<file path="src/rtl/bap_pkg.sv">
// ----------------------------------------------------------------------------
// bap_pkg
// Shared types and constants of the block-average pixelation unit.
// ----------------------------------------------------------------------------
package bap_pkg;

   // Default limits, handed to the top level's parameters.
   localparam int DEF_MAX_WIDTH  = 4096;
   localparam int DEF_MAX_HEIGHT = 4096;
   localparam int DEF_MAX_TILE   = 64;

   // Fixed field widths.
   localparam int CFG_W     = 13;
   localparam int TCFG_W    = 7;
   localparam int PIXEL_W   = 32;
   localparam int CHAN_W    = 8;
   localparam int COORD_W   = 12;
   localparam int SIZE_W    = 7;
   localparam int SUM_W     = 20;
   localparam int CNT_W     = 17;
   localparam int QUO_W     = 8;
   localparam int DIV_W     = CNT_W + QUO_W - 1;
   localparam int CSR_IDX_W = 2;

   // Queue between the front and the back.
   localparam int Q_DEPTH = 4;
   localparam int LEVEL_W = $clog2(Q_DEPTH + 1);

   // Register indexes.
   localparam logic [CSR_IDX_W-1:0] CSR_IMAGE_WIDTH  = 2'd0;
   localparam logic [CSR_IDX_W-1:0] CSR_IMAGE_HEIGHT = 2'd1;
   localparam logic [CSR_IDX_W-1:0] CSR_TILE_SIZE    = 2'd2;

   // Register reset values.
   localparam logic [CFG_W-1:0]  RST_IMAGE_WIDTH  = 13'd4096;
   localparam logic [CFG_W-1:0]  RST_IMAGE_HEIGHT = 13'd4096;
   localparam logic [TCFG_W-1:0] RST_TILE_SIZE    = 7'd8;

   localparam logic [CHAN_W-1:0] ALPHA_OPAQUE = 8'hFF;

   // One finished tile waiting for its averages.
   typedef struct packed {
      logic [SUM_W-1:0]   sum_r;
      logic [SUM_W-1:0]   sum_g;
      logic [SUM_W-1:0]   sum_b;
      logic [CNT_W-1:0]   count;
      logic [COORD_W-1:0] tile_x;
      logic [COORD_W-1:0] tile_y;
      logic [SIZE_W-1:0]  tile_w;
      logic [SIZE_W-1:0]  tile_h;
      logic               frame_done;
   } tile_job_type;

endpackage

</file>
<file path="src/rtl/bap_queue.sv">
// ----------------------------------------------------------------------------
// bap_queue
// Small first-in first-out queue of tile jobs with a show-ahead read side.
// ----------------------------------------------------------------------------
module bap_queue
   import bap_pkg::*;
#(
   parameter int WIDTH = 8,
   parameter int DEPTH = Q_DEPTH
) (
   input  logic                       clock,
   input  logic                       reset,
   input  logic                       push,
   input  logic [WIDTH-1:0]           push_data,
   input  logic                       pop,
   output logic [WIDTH-1:0]           pop_data,
   output logic [$clog2(DEPTH+1)-1:0] level
);
   localparam int PTR_W = (DEPTH > 1) ? $clog2(DEPTH) : 1;

   logic [WIDTH-1:0]           slot_ff [DEPTH];
   logic [PTR_W-1:0]           wr_ptr_ff, wr_ptr_in;
   logic [PTR_W-1:0]           rd_ptr_ff, rd_ptr_in;
   logic [$clog2(DEPTH+1)-1:0] level_ff, level_in;

   // Pointer and fill level updates.
   always_comb begin
      wr_ptr_in = wr_ptr_ff;
      rd_ptr_in = rd_ptr_ff;
      level_in  = level_ff;
      if (push) begin
         wr_ptr_in = (wr_ptr_ff == PTR_W'(DEPTH - 1)) ? '0 : wr_ptr_ff + 1'b1;
      end
      if (pop) begin
         rd_ptr_in = (rd_ptr_ff == PTR_W'(DEPTH - 1)) ? '0 : rd_ptr_ff + 1'b1;
      end
      if (push && !pop) begin
         level_in = level_ff + 1'b1;
      end else if (pop && !push) begin
         level_in = level_ff - 1'b1;
      end
   end

   always_ff @(posedge clock) begin
      if (reset) begin
         wr_ptr_ff <= '0;
         rd_ptr_ff <= '0;
         level_ff  <= '0;
      end else begin
         wr_ptr_ff <= wr_ptr_in;
         rd_ptr_ff <= rd_ptr_in;
         level_ff  <= level_in;
      end
   end

   // Storage of the queued items.
   always_ff @(posedge clock) begin
      if (push) begin
         slot_ff[wr_ptr_ff] <= push_data;
      end
   end

   assign pop_data = slot_ff[rd_ptr_ff];
   assign level    = level_ff;

endmodule

</file>
<file path="config.mk">
export PLATFORM = sky130hd
export DESIGN_NAME = bap_queue
export DESIGN_NICKNAME = d
export VERILOG_FILES = /design/src/rtl/bap_pkg.sv /design/src/rtl/bap_queue.sv
export SDC_FILE = /design/constraint.sdc
export NUM_CORES = 1
export LEC_CHECK = 0
export ABC_AREA = 1
export ABC_CLOCK_PERIOD_IN_PS = 3530
export BUFFER_PORTS_ARGS = -buffer_cell sky130_fd_sc_hd__buf_4
export CAP_MARGIN = 10
export CORE_MARGIN = 2
export CORE_UTILIZATION = 25
export DETAILED_ROUTE_END_ITERATION = 10
export GPL_ROUTABILITY_DRIVEN = 0
export GPL_TIMING_DRIVEN = 0
export SLEW_MARGIN = 20
export SYNTH_ARGS = -nofsm -noshare
export SYNTH_HDL_FRONTEND = slang
export SYNTH_SLANG_ARGS = --single-unit
</file>
<file path="constraint.sdc">
create_clock -name clock -period 3.53 [get_ports clock]
set_input_delay 0.706 -clock clock [delete_from_list [all_inputs] [get_ports clock]]
set_output_delay 0.706 -clock clock [all_outputs]
set_load 0.1 [all_outputs]
</file>
* Word level (Yosys, flattened, before mapping) *
Memory sizes are Yosys's and may differ from the RTL's. A register that Yosys moved wholly into a read port is not among the register bits.
Index checks and enable logic that the tools add are counted.
Widths: inputs -> output; s select.

word-level totals
  flip-flop bits (word level) = 7
  output and inout bits = 11
  word-level logic and storage cells = 23
  bits of input ports = 12
  memories = 1
  bits in writable memories = 32

cells by class
  reduce and logical (&&, ||, !) cells = 5
  mux-type cells = 8
  equality and inequality tests = 2
  $add $sub $neg = 4

memories
  name     words  width  read ports  clocked after Yosys merged registers in  write ports  line             RTL
  slot_ff  4      8      1           1                                        1            bap_queue.sv:21  logic [WIDTH-1:0] slot_ff [DEPTH];

operator list
  kind                 number
  $mux 2               4
  $mux 3               2
  $add 2x1->2 const B  2
  $eq 2x2->1 const B   2
  $add 3x1->3 const B  1
  $sub 3x1->3 const B  1
  $logic_and 1x1->1    2
  $logic_not 1->1      2
  $mux 1               2
  $reduce_bool 2->1    1

* Logic depth before layout (Yosys ltp) *
  depth after elaboration = 4
  depth in mapped cells = 10
  depth with buffers taken out = 10

* Worst setup path after synthesis *
Ideal clock, no wire load.

  path kind = register -> output
  start point = register with a tool-made name
  end point = output port pop_data[0]
  data required time = 2.824 ns
  cell stages (with the launch flop) = 5
  data arrival time = 2.109 ns
  slack = 0.715 ns
  buffers on the path = 1
  cells stage by stage = dfxtp_1 -> inv_2 -> buf_6 -> o21ai_2 -> o22ai_1

RTL lines
  item       line             RTL
  to (decl)  bap_queue.sv:16  output logic [WIDTH-1:0] pop_data,

==> flow_summary_export.csv <==
group,metric,value,unit
sta,max_freq,0.424,GHz
logic_synthesis,synth_edf_count,32,
logic_synthesis,synth_flop_cell,"edfxtp_1",
critical_path,timing.rr.start,"wr_ptr_ff[0]",
worst_hold_path,whs_path_depth,2,
die,die_area,0.00723,sq mm
worst_hold_path,min_from,"level[1]",
clock_tree,cts_max_level,2,
detailed_routing,viasPerCell,4.15,
final_layout,antenna_cells,0,
die,row_count,29,
die,dieWidth,85.0,microns
clock_tree,cts_buffers,5,
clock_tree,cts_buffer_depth,2,
clock_tree,postCtsSetupRepairBufs,0,
detailed_routing,route.detailed.drc,0,
critical_path,rr_endpoint,"slot_ff[3][6]",
clock_tree,cts_tree,"built",
clock_tree,clk_latency,0.28,ns
logic_synthesis,yosysSeqAreaShare,69.5,%
clock_tree,clock_sinks,41,
die,dieHeight,85.0,microns
sta,rsz0062_at_grt,"false",
sta,min_period,2.36,ns
final_layout,num-nets-final,181,
detailed_routing,drtPass1Iterations,4,
logic_synthesis,synth-seq-cells,41,
grt,grt_pass1_wl,4740,microns
critical_path,r2r_slack,2.23,ns
grt,gr-usage-all-layers,8.59,%
sta,finalMaxSlewViolations,0,
detailed_routing,first_iter_violations,32,
die,start_util,25.9,%
die,core-area,0.00635,sq mm
logic_synthesis,synth.net_count,152,
sta,skew,0.00952,ns
sta,fin_setup_tns,0,ns
worst_hold_path,hold_end,"level[1]",
power_and_ir_drop,power.density,593,mW/mm^2
power_and_ir_drop,ir_drop,0.245,mV
grt,antenna_found_initial,0,
logic_synthesis,syn_inst,133,
power_and_ir_drop,p_leak,0.794,nW
grt,grt_max_degree,14,
logic_synthesis,synth_area,0.00164,sq mm
placement,dpl.hpwl,1990,microns
sta,setup_slack,1.17,ns
final_layout,syn_to_final_growth,22.6,%
clock_tree,cts-root-buf,"clkbuf_8",
logic_synthesis,yosysWarnings,0,
logic_synthesis,synth.distinct_cells,19,
detailed_routing,avgRoutedWirePerCell,12.2,microns
sta,max_slew.worst_pin.slew,0.394,ns
final_layout,drive_gt1_share,22.1,%
critical_path,cp-end-kind,"primary output",
sta,hold_viol_final,0,
detailed_routing,drt-total-wl,2920,microns
critical_path,r2r_cells,3,
clock_tree,cts_hold_buf,0,
detailed_routing,postRouteAntennaNets,0,
logic_synthesis,async_reset_ff_share,0,%
job,cap_violations,0,
grt,overflow,0,
sta,period_share,66.9,%
critical_path,cp.required,2.82,ns
placement,post-place-ws,1.46,ns
worst_hold_path,hp-class,"reg2reg",
clock_tree,path_clk_slew,0.08,ns
critical_path,cp-start-kind,"register",
sta,relSlewSlack,73.7,%
final_layout,fin_util,31.7,%
detailed_routing,vias,997,
placement,numPortBuffers,22,
run_status,outcome,"finished clean",
critical_path,worst-setup-path-type,"reg2out",
critical_path,crit_path_max_fanout,10,
critical_path,cp.arrival,1.65,ns
clock_tree,cts.repair.resized,0,
logic_synthesis,syn_area_per_cell,12.3,sq um
sta,setup_viol,0,
die,io-pin-count,23,
sta,timing.hold.ws,0.526,ns
grt,grt_pass1_vias,949,
worst max-delay path by stage:
stage | startpoint | to | slack, ns | cells past startpoint
6_report | register | pop_data[6] | 1.17 | 5
5_1_grt | register | pop_data[6] | 1.06 | 4
4_1_cts | register | pop_data[6] | 1.14 | 5
3_5_place_dp | register | pop_data[6] | 1.46 | 5
3_3_place_gp | register | pop_data[6] | 1.50 | 5
2_1_floorplan | register | pop_data[0] | 0.72 | 4
cells by family after synthesis:
kind of cell             Yosys count  synth area share [%]
adder cells (fa/ha/maj)            7                  5.79
XOR/XNOR                           1                 0.534
flip-flops                        41                  69.5
AND/OR/NAND/NOR                   36                  8.92
buffers and inverters             18                  5.03
AO/OA/AOI/OAI                     30                  10.2
Yosys cell counts (2+ instances only):
master / count / area share [%]
o22ai_1: 8 / 3.0
a21oi_1: 3 / 0.91
nor2_1: 22 / 5.0
o21ai_1: 2 / 0.61
dfxtp_1: 9 / 11
edfxtp_1: 32 / 59
nor2_2: 2 / 0.76
nor3_1: 2 / 0.61
ha_1: 6 / 4.6
buf_6: 2 / 1.4
nand2_1: 8 / 1.8
o21ai_2: 2 / 1.1
o21ai_0: 15 / 4.6
inv_1: 15 / 3.4
final cells by class:
type | count | area [sq um]
plain buffers | 2 | 22.5
flip-flops and latches | 41 | 1140
well taps | 77 | 96.3
repair buffers | 22 | 165
multi-input cells | 74 | 418
fillers | 627 | 4340
inverters | 16 | 60.1
clock inverters | 3 | 41.3
clock buffers | 5 | 68.8
registers in the layout, indices dropped and copies added, names as in the netlist, named ones only:
register / count
rd_ptr_ff: 2
wr_ptr_ff: 2
level: 3
slot_ff: 32
power by group:
part	internal, mW	leakage, nW	switching [mW]	total [mW]
Sequential	0.547	0.369	0.0161	0.563
Clock	0.208	0.0518	0.156	0.364
Combinational	0.0620	0.374	0.204	0.266
Total	0.817	0.794	0.376	1.19
metal layers:
layer  wire length [microns]  GRT usage [%]  up-vias
li1                        -              -      518
met1                    1430           11.4      455
met2                    1350           13.4       22
met3                     114           2.63        2
met4                      19           3.03        0
met5                       0              0        -
critical path, stage by stage (launching register included):
cell	delay (ns)
dfxtp_1	0.41
inv_2	0.17
buf_6	0.18
nor2_1	0.05
o22ai_1	0.22
buf_4	0.33
stage by stage:
stage | std cells | power (mW) | cell area, sq um
after global routing | 240 | 1.24 | 2010
after CTS | 240 | 1.21 | 2010
after detailed placement | 232 | 0.843 | 1900
final | 240 | 1.19 | 2010
after global placement | 232 | 0.840 | 1900
after floorplan | 133 | 0.776 | 1640
placed cells by master (no fill, tap or decap):
master       n
buf_6        2
clkbuf_8     5
xor2_1       1
nand2_1      8
edfxtp_1    32
nor2_2       2
o22ai_1      8
buf_4       22
inv_1       15
nand4_1      1
nor2_1      22
inv_2        1
ha_1         6
bufinv_16    1
fa_1         1
o21ai_1      2
dfxtp_1      9
nor3_1       2
clkinvlp_4   1
nand3_1      1
o21ai_2      2
o21ai_0     15
a21oi_1      3
clkinv_1     1
Note: power is estimated with default switching activity, not from simulation.
