`src/rtl/bap_pkg.sv`:
```
// ----------------------------------------------------------------------------
// bap_pkg
// Shared types and constants of the block-average pixelation unit.
// ----------------------------------------------------------------------------
package bap_pkg;

   // Default limits, handed to the top level's parameters.
   localparam int DEF_MAX_WIDTH  = 4096;
   localparam int DEF_MAX_HEIGHT = 4096;
   localparam int DEF_MAX_TILE   = 64;

   // Fixed field widths.
   localparam int CFG_W     = 13;
   localparam int TCFG_W    = 7;
   localparam int PIXEL_W   = 32;
   localparam int CHAN_W    = 8;
   localparam int COORD_W   = 12;
   localparam int SIZE_W    = 7;
   localparam int SUM_W     = 20;
   localparam int CNT_W     = 17;
   localparam int QUO_W     = 8;
   localparam int DIV_W     = CNT_W + QUO_W - 1;
   localparam int CSR_IDX_W = 2;

   // Queue between the front and the back.
   localparam int Q_DEPTH = 4;
   localparam int LEVEL_W = $clog2(Q_DEPTH + 1);

   // Register indexes.
   localparam logic [CSR_IDX_W-1:0] CSR_IMAGE_WIDTH  = 2'd0;
   localparam logic [CSR_IDX_W-1:0] CSR_IMAGE_HEIGHT = 2'd1;
   localparam logic [CSR_IDX_W-1:0] CSR_TILE_SIZE    = 2'd2;

   // Register reset values.
   localparam logic [CFG_W-1:0]  RST_IMAGE_WIDTH  = 13'd4096;
   localparam logic [CFG_W-1:0]  RST_IMAGE_HEIGHT = 13'd4096;
   localparam logic [TCFG_W-1:0] RST_TILE_SIZE    = 7'd8;

   localparam logic [CHAN_W-1:0] ALPHA_OPAQUE = 8'hFF;

   // One finished tile waiting for its averages.
   typedef struct packed {
      logic [SUM_W-1:0]   sum_r;
      logic [SUM_W-1:0]   sum_g;
      logic [SUM_W-1:0]   sum_b;
      logic [CNT_W-1:0]   count;
      logic [COORD_W-1:0] tile_x;
      logic [COORD_W-1:0] tile_y;
      logic [SIZE_W-1:0]  tile_w;
      logic [SIZE_W-1:0]  tile_h;
      logic               frame_done;
   } tile_job_type;

endpackage

```
`src/rtl/bap_back.sv`:
```
// ----------------------------------------------------------------------------
// bap_back
// Divides the three colour sums of a tile by its pixel count, one quotient
// bit a cycle, and holds the result item until it is taken.
// ----------------------------------------------------------------------------
module bap_back
   import bap_pkg::*;
(
   input  logic                clock,
   input  logic                reset,
   input  logic                job_ready,
   input  tile_job_type        job,
   output logic                job_pop,
   output logic                rsp_valid,
   input  logic                rsp_ready,
   output logic [PIXEL_W-1:0]  rsp_tile_color,
   output logic [COORD_W-1:0]  rsp_tile_x,
   output logic [COORD_W-1:0]  rsp_tile_y,
   output logic [SIZE_W-1:0]   rsp_tile_w,
   output logic [SIZE_W-1:0]   rsp_tile_h,
   output logic                rsp_frame_done
);
   localparam int STEP_W = $clog2(QUO_W);

   typedef enum logic [2:0] {
      ST_IDLE = 3'b001,
      ST_DIV  = 3'b010,
      ST_SEND = 3'b100
   } back_state_type;

   back_state_type    state_ff, state_in;
   logic [STEP_W-1:0] step_ff, step_in;
   logic [SUM_W-1:0]  rem_r_ff, rem_g_ff, rem_b_ff;
   logic [SUM_W-1:0]  rem_r_in, rem_g_in, rem_b_in;
   logic [QUO_W-1:0]  q_r_ff, q_g_ff, q_b_ff;
   logic [QUO_W-1:0]  q_r_in, q_g_in, q_b_in;
   logic [DIV_W-1:0]  div_ff, div_in;
   logic [COORD_W-1:0] x_ff, y_ff;
   logic [SIZE_W-1:0]  w_ff, h_ff;
   logic               done_ff;
   logic               ge_r, ge_g, ge_b;

   // The quotient fits in eight bits, so the divisor starts shifted by seven.
   assign ge_r = DIV_W'(rem_r_ff) >= div_ff;
   assign ge_g = DIV_W'(rem_g_ff) >= div_ff;
   assign ge_b = DIV_W'(rem_b_ff) >= div_ff;

   assign job_pop = (state_ff == ST_IDLE) && job_ready;

   // Sequencer and divider step.
   always_comb begin
      state_in = state_ff;
      step_in  = step_ff;
      rem_r_in = rem_r_ff;
      rem_g_in = rem_g_ff;
      rem_b_in = rem_b_ff;
      q_r_in   = q_r_ff;
      q_g_in   = q_g_ff;
      q_b_in   = q_b_ff;
      div_in   = div_ff;
      case (state_ff)
         ST_IDLE: begin
            if (job_ready) begin
               rem_r_in = job.sum_r;
               rem_g_in = job.sum_g;
               rem_b_in = job.sum_b;
               div_in   = DIV_W'(job.count) << (QUO_W - 1);
               step_in  = '0;
               state_in = ST_DIV;
            end
         end
         ST_DIV: begin
            if (ge_r) rem_r_in = rem_r_ff - SUM_W'(div_ff);
            if (ge_g) rem_g_in = rem_g_ff - SUM_W'(div_ff);
            if (ge_b) rem_b_in = rem_b_ff - SUM_W'(div_ff);
            q_r_in  = {q_r_ff[QUO_W-2:0], ge_r};
            q_g_in  = {q_g_ff[QUO_W-2:0], ge_g};
            q_b_in  = {q_b_ff[QUO_W-2:0], ge_b};
            div_in  = div_ff >> 1;
            step_in = step_ff + 1'b1;
            if (step_ff == STEP_W'(QUO_W - 1)) begin
               state_in = ST_SEND;
            end
         end
         ST_SEND: begin
            if (rsp_ready) begin
               state_in = ST_IDLE;
            end
         end
         default: state_in = ST_IDLE;
      endcase
   end

   always_ff @(posedge clock) begin
      if (reset) begin
         state_ff <= ST_IDLE;
      end else begin
         state_ff <= state_in;
      end
   end

   // Working and result registers.
   always_ff @(posedge clock) begin
      step_ff  <= step_in;
      rem_r_ff <= rem_r_in;
      rem_g_ff <= rem_g_in;
      rem_b_ff <= rem_b_in;
      q_r_ff   <= q_r_in;
      q_g_ff   <= q_g_in;
      q_b_ff   <= q_b_in;
      div_ff   <= div_in;
      if (job_pop) begin
         x_ff    <= job.tile_x;
         y_ff    <= job.tile_y;
         w_ff    <= job.tile_w;
         h_ff    <= job.tile_h;
         done_ff <= job.frame_done;
      end
   end

   assign rsp_valid      = state_ff == ST_SEND;
   assign rsp_tile_color = {ALPHA_OPAQUE, q_b_ff, q_g_ff, q_r_ff};
   assign rsp_tile_x     = x_ff;
   assign rsp_tile_y     = y_ff;
   assign rsp_tile_w     = w_ff;
   assign rsp_tile_h     = h_ff;
   assign rsp_frame_done = done_ff;

endmodule

```
`config.mk`:
```
export PLATFORM = sky130hd
export DESIGN_NAME = bap_back
export DESIGN_NICKNAME = d
export VERILOG_FILES = /design/src/rtl/bap_pkg.sv /design/src/rtl/bap_back.sv
export SDC_FILE = /design/constraint.sdc
export NUM_CORES = 1
export LEC_CHECK = 0
export BUFFER_PORTS_ARGS = -buffer_cell sky130_fd_sc_hd__buf_2
export CAP_MARGIN = 20
export CORE_UTILIZATION = 50
export CTS_CLUSTER_SIZE = 25
export DETAILED_ROUTE_END_ITERATION = 6
export PLACE_DENSITY = 0.73
export SLEW_MARGIN = 10
export SYNTH_ARGS = -nofsm -noshare
export SYNTH_HDL_FRONTEND = slang
export SYNTH_SLANG_ARGS = --single-unit
```
`constraint.sdc`:
```
create_clock -name clock -period 8.25 [get_ports clock]
set_input_delay 1.65 -clock clock [delete_from_list [all_inputs] [get_ports clock]]
set_output_delay 1.65 -clock clock [all_outputs]
set_load 0.02 [all_outputs]
```
# ---- Word-level counts from Yosys, hierarchy flattened
# Cells that the tools add are included.
dict set report word_totals {
  latchBits 0
  wordCells 55
  regBits 153
  inputBits 120
  n_memories 0
  ram_bits 0
  mem_bits_ro 0
}
dict set report classes {
  n_mux 17
  mul 0
  eq_ne 10
  n_shift 0
  bitwise_logic 0
  order_cmp 3
  div 0
  reduce_logical 7
  n_addsub 4
}
# operator count
set ops {}
lappend ops {{$mux 20} 6}
lappend ops {{$pmux 20 s2} 3}
lappend ops {{$ge 20x24->1} 3}
lappend ops {{$sub 20x20->20} 3}
lappend ops {{$pmux 24 s2} 1}
lappend ops {{$mux 24} 1}
lappend ops {{$mux 3} 4}
lappend ops {{$reduce_and 3->1} 4}
lappend ops {{$ne 2x2->1 const B} 5}
lappend ops {{$pmux 3 s3} 1}
lappend ops {{$eq 3x3->1 const B} 2}
lappend ops {{$pmux 3 s2} 1}
lappend ops {{$add 3x1->3 const B} 1}
lappend ops {{$eq 3x1->1 const B} 1}
lappend ops {{$eq 3x2->1 const B} 1}
lappend ops {{$ne 2x1->1 const B} 1}
lappend ops {{$reduce_and 2->1} 1}
lappend ops {{$reduce_bool 2->1} 1}
lappend ops {{$logic_and 1x1->1} 1}

# ---- Depth between registers and ports, before layout
dict set report logic_depth {
  depth_word 3
  depth_mapped 11
  mapped_depth_nobuf 11
}

# ---- Least setup slack after synthesis
# No wires, ideal clock.
dict set report synth_path {
  path_kind {input-to-output}
  start {input job_ready}
  end {output job_pop}
  arrival_ps 3742
  stages 2
  path_buffers 0
  setup_slack_ps 2858
  path_cell_list {nand3b_1 nor2_1}
}
dict set report synth_via {
  elab_chain_len 1
}
# element line
set synth_lines {}
lappend synth_lines {{from (decl)} bap_back.sv:11} ;# input logic job_ready,
lappend synth_lines {{$logic_and 1x1->1} bap_back.sv:48} ;# assign job_pop = (state_ff == ST_IDLE) && job_ready;
lappend synth_lines {{to (decl)} bap_back.sv:13} ;# output logic job_pop,
# Every way passes these cells.

# ---- Worst setup path in the final report
# Same ends and word-level chain as after synthesis.

==> impl_metrics.tcl <==
set metrics [dict create \
    num_vias 6795 \
    hold_slack_ps 445 \
    cts_tree "yes" \
    slew_violations 0 \
    finalCritPeriodShare 0.510 \
    core_um2 16800 \
    cts_buffer_depth 2 \
    synth_top_area_frac 0.518 \
    grt_max_degree 86 \
    multi_input_area_um2 3850 \
    globalplace.congestion 0.830 \
    worst_pin_slew_ps 961 \
    start_kind "input pin" \
    synth_edf_count 150 \
    outcome "finished clean" \
    dp_hpwl_um 14900 \
    fin_util 0.620 \
    drt_iter0_drc 436 \
    synth_cells 803 \
    nets 1166 \
    synth_area_um2 8700 \
    hold_viol 0 \
    min_from "q_r_ff[0]" \
    io_buffers 184 \
    ant_nets 0 \
    fin_crit_ps 4210 \
    drc 0 \
    avgSynthCellArea_um2 10.8 \
    h-tree-depth 4 \
    r2r_start "div_ff[0]" \
    gr-usage-all-layers 0.237 \
    avgViaCountPerCell 5.60 \
    wl_um 20600 \
    min_path_cells 0 \
    rsz0062_at_grt "no" \
    dp.cells 1181 \
    clock.fmax_ghz 0.238 \
    ys_ff_latch 153 \
    grt_pass1_wl_um 32500 \
    ioPinCount 193 \
    crit_arrival_ps 2560 \
    clkLatencyLatePin_ps 430 \
    hp-class "register to register" \
    hold_buffers 0 \
    start_util 0.519 \
    area_growth_pct 19.5 \
    rows 47 \
    crit_path_end_kind "output port" \
    p_total_w 0.00237 \
    crit_type "input pin to output port" \
    antenna_found_initial 0 \
    cts_num_sinks 153 \
    drive_gt1_frac 0.241 \
    worst-r2r-setup-slack_ps 4950 \
    power_density_nw_per_um2 228 \
    ys.flop_type "edfxtp_1" \
    cts_buffers 17 \
    yosys-top-cells-area "edfxtp_1 (52%), ha_1 (8.9%), nand2_1 (4.5%), o21ai_0 (4.0%), a21oi_1 (2.9%)" \
    final.setup.tns_ps 0 \
    seq_area_frac_synth 0.525 \
    fin_skew_ps 6.89 \
    reg2reg_depth 10 \
    fill_cells 1406 \
    overflow 0 \
    ys_warn_count 0 \
    seq_area_um2 4560 \
    max-vdd-ir-drop_uv 170 \
    grt_pass1_vias 6395 \
    diodes 0 \
    leakage_nw 4.47 \
    hold_end "q_r_ff[1]" \
    worstReg2RegEnd "rem_b_ff[18]" \
    synthArstFlopShare 0 \
    cts_root_buffer "clkbuf_16" \
    post_cts_buffers 0 \
    drtPass1Iterations 5 \
    layout.cells.non_filler 1213 \
    die_h_um 134 \
    synth_top_cell_by_area "edfxtp_1" \
    cts_resized 0 \
    required_ps 6600 \
    relSlewSlack 0.359 \
    path_clk_slew_ps 70 \
    post_drt_wl_per_cell_um 16.9 \
    die_w_um 134 \
    cap_viol_max_count 0 \
    worstPathMaxFanout 15 \
    die_area_um2 17900 \
    synth.distinct_cells 68 \
    finalSetupViolCount 0 \
]
[state kept, by name (all words and copies together) (netlist names), 7 cells and up]
name        cells
div_ff         24
rem_b_ff       20
rem_g_ff       20
rem_r_ff       20
rsp_tile_x     12
rsp_tile_y     12
q_b_ff          8
q_g_ff          8
q_r_ff          8
rsp_tile_h      7
rsp_tile_w      7
[per-layer routing]
metal / part of all wire / global-route usage / vias up
met2: 0.47 / 0.374 / 244
met4: 0.024 / 0.0922 / 0
met3: 0.060 / 0.0450 / 41
met1: 0.45 / 0.323 / 3156
met5: 0 / 0 / -
li1: - / - / 3354
[through the flow]
stage / instance area (µm²) / setup slack [ps]
5_1_grt: 10400 / 3990
3_5_place_dp: 9790 / 3460
4_1_cts: 10400 / 3460
3_3_place_gp: 9790 / 3480
2_1_floorplan: 8730 / 2860
6_report: 10400 / 4040
[final cells by class]
class                   count  share of cell area
flip-flops and latches    153               0.439
multi-input cells         579               0.371
repair buffers            188              0.0927
clock buffers              17              0.0409
well taps                 220              0.0265
inverters                  42              0.0152
clock inverters            14              0.0149
[power breakdown]
group / switching, W / total, W / leakage [nW] / internal, W
combinational: 0.000395 / 0.000638 / 2.75 / 0.000243
sequential: 0.0000231 / 0.000963 / 1.45 / 0.000940
clock: 0.000347 / 0.000773 / 0.275 / 0.000426
total: 0.000765 / 0.00237 / 4.47 / 0.00161
[cells by family (layout without fill, tap and decap cells)]
group                    after synthesis  count (layout)  synth area share
AO/OA/AOI/OAI                        234             234             0.174
XOR/XNOR                              39              39            0.0393
other                                  1               8          0.000431
buffers and inverters                 78             261            0.0377
adder cells (fa/ha/maj)               65              65            0.0961
AND/OR/NAND/NOR                      228             228             0.122
multiplexers                           5               5           0.00590
flip-flops                           153             153             0.525
[synthesized netlist by cell type (all sizes together), types with 3 or more instances]
cell type  instances
buf               15
xor2              20
dfxtp              3
nor4               4
and3               8
a21o              22
a31o               3
a21oi             52
o21ai             73
or4                5
o21bai             9
clkbuf            21
a211oi             8
nand4             18
fa                 3
nand2            104
nor2              34
o21a              11
a21boi             3
xnor2             19
o31ai              8
nor2b              3
ha                62
inv               42
edfxtp           150
nand2b            10
and2               6
nand3             16
o211ai             7
a31oi             11
mux2i              4
nor3              12
[critical path: stages]
cell and delay (ps):
buf_2 80, nand3b_1 160, nor2_4 410, buf_2 250
[worst max path at each step]
stage | start | end | slack [ps]
6_report | job_ready | job_pop | 4040
5_1_grt | job_ready | job_pop | 3990
4_1_cts | job_ready | job_pop | 3460
3_5_place_dp | job_ready | job_pop | 3460
3_3_place_gp | job_ready | job_pop | 3480
2_1_floorplan | job_ready | job_pop | 2860
[layout by cell type, fill, tap and decap left out, drive strengths merged, types with 4 or more instances in the layout]
cell type and count:
buf 188, edfxtp 150, nand2 104, o21ai 73, ha 62, a21oi 52, inv 49, nor2 34
a21o 22, xor2 20, xnor2 19, nand4 18, clkbuf 17, nand3 16, nor3 12, a31oi 11
o21a 11, nand2b 10, o21bai 9, and3 8, o31ai 8, conb 8, a211oi 8, o211ai 7
and2 6, or4 5, nor4 4, mux2i 4
Power figures use the tool's default switching activity.
